File: config.mk
export PLATFORM = sky130hd
export DESIGN_NAME = tme_ram
export DESIGN_NICKNAME = d
export VERILOG_FILES = /design/src/sv/tme_ram.sv
export SDC_FILE = /design/constraint.sdc
export NUM_CORES = 2
export LEC_CHECK = 0
export BUFFER_PORTS_ARGS = -buffer_cell sky130_fd_sc_hd__buf_2
export CAP_MARGIN = 20
export CELL_PAD_IN_SITES_DETAIL_PLACEMENT = 0
export CELL_PAD_IN_SITES_GLOBAL_PLACEMENT = 2
export CORE_MARGIN = 1
export CORE_UTILIZATION = 53
export CTS_BUF_LIST = sky130_fd_sc_hd__clkbuf_4
export DETAILED_ROUTE_END_ITERATION = 16
export PLACE_DENSITY_LB_ADDON = 0.08
export SYNTH_ARGS = -nofsm -noshare
export SYNTH_HDL_FRONTEND = slang
export SYNTH_SLANG_ARGS = --single-unit
File: constraint.sdc
create_clock -name clk -period 3.33 [get_ports clk]
set_clock_uncertainty 0.15 [all_clocks]
set_input_delay 0.1665 -clock clk [delete_from_list [all_inputs] [get_ports clk]]
set_output_delay 0.1665 -clock clk [all_outputs]
set_load 0.01 [all_outputs]
File: src/sv/tme_ram.sv
module tme_ram #(
  parameter int WIDTH = 8,
  parameter int DEPTH = 256
) (
  input  logic                     clk,
  input  logic                     we,
  input  logic [$clog2(DEPTH)-1:0] waddr,
  input  logic [WIDTH-1:0]         wdata,
  input  logic                     re,
  input  logic [$clog2(DEPTH)-1:0] raddr,
  output logic [WIDTH-1:0]         rdata
);

  logic [WIDTH-1:0] mem [DEPTH];

  always_ff @(posedge clk) begin
    if (we) begin
      mem[waddr] <= wdata;
    end
    if (re) begin
      rdata <= mem[raddr];
    end
  end

endmodule

# [Yosys cells after proc, flatten, opt, wreduce, memory -nomap -nowiden]
# Memories as Yosys holds them, arrays and structs flattened. A register that Yosys moved wholly into a read port is not among the register bits.
# Index checks and enable logic that the tools add are counted.
[classes] mux=2
[op_table] cell="1-bit 2-to-1 mux" count=2
[word_totals] regBits=0 ram_bits=2048 in_bits=27 output_inout_bits=8 wordCells=3 memories=1
[memory_table] memory="mem" depth=256 width=8 rd=1 rd_ports_with_merged_regs=1 wr=1 line="14" rtl="logic [WIDTH-1:0] mem [DEPTH];"

# [Longest topological paths before layout]
[depth] ltp_word=2 depth_mapped=11

# [Worst setup path before layout]
# No wires, ideal clock.
[synth_path] path_type="input to register" startpoint="input raddr[0]" endpoint="register rdata[2] (read register of mem), data pin" setup_ns=0.269 t_arrival_ns=1.974 required_ns=2.911 setup_slack_ns=0.937 stages=9 n_path_buf=4 cell_sequence="buf_6 > buf_12 > buf_8 > buf_2 > mux4_2 > a22oi_1 > a21oi_1 > nor4_1 > nor4_2"
[synth_rtl] element="start: declaration" line="10" rtl="input logic [$clog2(DEPTH)-1:0] raddr,"
[synth_rtl] element="end: declaration" line="11" rtl="output logic [WIDTH-1:0] rdata"

==> qor_table.md <==
| Quantity | This run |
|---|---|
| List of cells traversed by the critical path | mux4_2 > a22o_1 > a221oi_1 > o32ai_1 > nor3_1 > buf_4 > nor4_1 |
| Detailed-route wire length per cell | 30.39 um |
| Number of nets with antenna violations after detailed routing | 0 |
| # resized after CTS | 0 |
| CTS buffer count | 544 |
| Critical Path Sink Type | flop |
| Main flop type after synthesis | edfxtp_1 |
| Clock latency on the worst-skew pair | 1270 ps |
| Synthesized-area fraction occupied by ao, oa, aoi and oai cells | 3.416% |
| Total nets after synthesis | 3,760 |
| Pwr Density | 564.7 nW/um^2 |
| Residual DRC | 0 |
| TritonCTS sink count | 2,056 |
| Post-CTS clock slew at the launch and capture registers of the worst setup and hold paths | 70 ps |
| Synthesis-stage register bit count | 2,056 |
| Crit path from | mem[83][3] |
| Register area | 61,740 um^2 |
| Cells after synthesis | 3,733 |
| Required time at the worst-slack endpoint | 4180 ps |
| DRC violation total after the first TritonRoute iteration | 4,859 |
| Filler cells | 10,545 |
| Hold Crit Class | in2reg |
| Worst-Margin Slew | 1061 ps |
| Total met2 wirelength after detailed routing | 103,000 um |
| Worst path buffer plus inverter count | 1 |
| Area used by multi-input combinational logic | 16,500 um^2 |
| Layout area overhead | 15.52% |
| Kind of critical path | reg2reg |
| Number of cell rows | 141 |
| Pin count of the biggest net entering global routing | 120 |
| Critical-path cell with the highest stage delay | a221oi_1 |
| Die span in y | 389.6 um |
| Unique masters post-synth | 54 |
| CTS tree | built |
| Synthesized-area fraction occupied by xor and xnor cells | 0% |
| Final hold violations | 0 |
| Post-Route M1 WL | 84,650 um |
| Relative slew slack | 28.64% |
| Start of the worst register-to-register path | mem[83][3] |
| Max-capacitance violation count | 0 |
| Sequential cell area fraction in the yosys report | 77.53% |
| Max H-tree Level | 6 |
| Number of global-route vias before repair | 44,137 |
| Worst Hold Launch | waddr[1] |
| Metal3 WL | 17,840 um |
| Mean cell area of the mapped netlist | 21.33 um^2 |
| Final GP Congestion | 0.8845 |
| Achievable frequency | 301.7 MHz |
| Async set-reset flop share out of synthesis | 0% |
| I/O pin count | 35 |
| Bufs on Longest Clock Path | 4 |
| Detailed Route WL | 210,600 um |
| Starting Density | 53.67% |
| Number of warnings printed during yosys synthesis | 0 |
| Crit path max fanout | 1 |
| Die outline area | 151,800 um^2 |
| GR Overflow Total | 0 |
| Critical path's top delay family | compound AO/OA/AOI/OAI gates |
| Leading cell types by total area after synthesis | edfxtp_1 (78%), mux4_2 (13%), mux2i_1 (1.7%) |
| Adder and majority cell fraction of the synthesized area | 0% |
| Top cell type's share of synthesized area | 77.53% |
| Multiplexer area fraction after synthesis | 14.60% |
| Layout net count | 4,627 |
| Simple-Gate Fraction of Synth Area | 2.625% |
| Overall power after layout | 0.05195 W |
| Number of port buffers | 34 |
| Leakage power of the design | 30.11 nW |
| Most area-hungry cell type in the Yosys netlist | edfxtp_1 |
| Status | complete, no violations |
| Worst vdd rail ir drop | 0.3830 mV |
| Share of the cycle needed by the critical path after routing | 99.53% |
| First-pass GRT wire length | 304,400 um |
| Mapped Area | 79,640 um^2 |
| Initial antenna violation count | 14 |
| Fin. max-slew vios | 0 |
| Area of the core region | 148,400 um^2 |
| Fraction of final layout cells with drive strength greater than 1 | 36.01% |
| Top layer in use | met5 |
| Most used standard cells in the synthesized netlist | edfxtp_1 (2,056), mux4_2 (454), nor2_1 (282) |
| Final setup fails | 0 |
| Minimum period implied by the final worst setup slack | 3315 ps |
| Worst hold margin | 187.3 ps |
| Worst Setup Start Kind | flop |
| Half-perimeter wire length after detailed placement | 133,400 um |
| Routed vias/inst | 6.123 |
| Number of iterations in the first detailed-routing pass | 6 |
| Combinational family with the most area after synthesis | multiplexers |
| Count of flip-flops with a built-in enable after synthesis | 2,056 |
| Root Buffer | clkbuf_4 |
| Data arrival time of the worst path | 4160 ps |
| Setup repair after global routing missed its margin | no |
| Global routing usage summed across all routing layers | 28.29% |
| Max stage delay on crit path | 840 ps |
| Routed vias | 42,425 |
| Width of the die | 389.6 um |
| Cell with the most instances after synthesis | edfxtp_1 |
==> layout make-up <==
type / instances / share of cell area, %
timing repair buffer: 554 / 5.375
clock inverter: 113 / 0.6800
tap: 2002 / 2.723
sequential: 2056 / 67.11
antenna: 6 / 0.01632
inverter: 2 / 0.008160
multi-input combinational: 1442 / 17.93
clock buffer: 754 / 6.153
==> kinds of logic after synthesis <==
| logic type | after synthesis |
|---|---|
| flops | 2056 |
| buf+inv | 235 |
| mux | 591 |
| simple gates | 466 |
| compound gates | 385 |
==> path summary, 6_finish.rpt <==
check,endpoint,slack (ps),cells after the start
min reg2reg,rdata[3],1120,6
max,rdata[3],20,7
min,mem[207][5],190,5
max reg2reg,rdata[3],20,7
==> per-layer routing <==
| layer | vias up | track usage [%] |
|---|---|---|
| li1 | 17756 | - |
| met1 | 22302 | 39.66 |
| met2 | 2064 | 44.53 |
| met3 | 297 | 6.196 |
| met4 | 6 | 9.406 |
| met5 | - | 0 |
==> what timing repair did <==
item / in CTS / in global routing
setup buffers: 0 / 0
hold endpoints to repair: 4055 / 0
hold buffers: 51 / 0
==> worst reg2reg max path, stage by stage (launching register included) <==
cell and delay [ps]:
edfxtp_1 370, mux4_2 480, a22o_1 310, a221oi_1 840, o32ai_1 230, nor3_1 460
buf_4 200, nor4_1 40
==> flip-flops by register name, indices dropped and copies added (netlist names) <==
| register | count |
|---|---|
| rdata | 8 |
| mem | 2048 |
==> per-stage QoR <==
stage	setup TNS, ps	std cells	instance area, um^2	setup WS (ps)	util, %
final	0	6929	92000	15.49	62.01
after global routing	0	6929	92000	92.62	62.01
after CTS	0	6921	91970	25.70	61.99
after detailed placement	-2119	6003	85060	-522.5	57.33
after global placement	-3018	6000	85020	-763.6	57.31
after floorplan	0	3733	79640	937.4	-
==> where the power goes <==
group          leakage [nW]  internal (W)  switching (W)  total (W)
Clock                  3.79        0.0109        0.00960     0.0205
Sequential             18.5        0.0285      0.0000374     0.0286
Combinational          7.83       0.00108        0.00180    0.00288
Total                  30.1        0.0405         0.0114     0.0519
==> cell usage in the layout (no fill, tap or decap), types with 10 or more instances in the layout <==
| cell type | n |
|---|---|
| nand4_1 | 10 |
| nand3_1 | 34 |
| buf_12 | 44 |
| a21oi_1 | 96 |
| o211ai_1 | 10 |
| o21ai_0 | 10 |
| mux4_2 | 454 |
| nor3_1 | 22 |
| mux2i_1 | 134 |
| edfxtp_1 | 2056 |
| a221oi_1 | 13 |
| o221ai_1 | 46 |
| buf_2 | 24 |
| clkinv_2 | 11 |
| nor4_1 | 21 |
| clkbuf_4 | 756 |
| dlygate4sd3_1 | 44 |
| o22ai_1 | 28 |
| clkinv_1 | 82 |
| buf_4 | 424 |
| a211oi_1 | 16 |
| nor2b_1 | 28 |
| a22oi_1 | 133 |
| nor2_1 | 279 |
| inv_2 | 13 |
| nand2_1 | 33 |
Power figures use the tool's default switching activity.
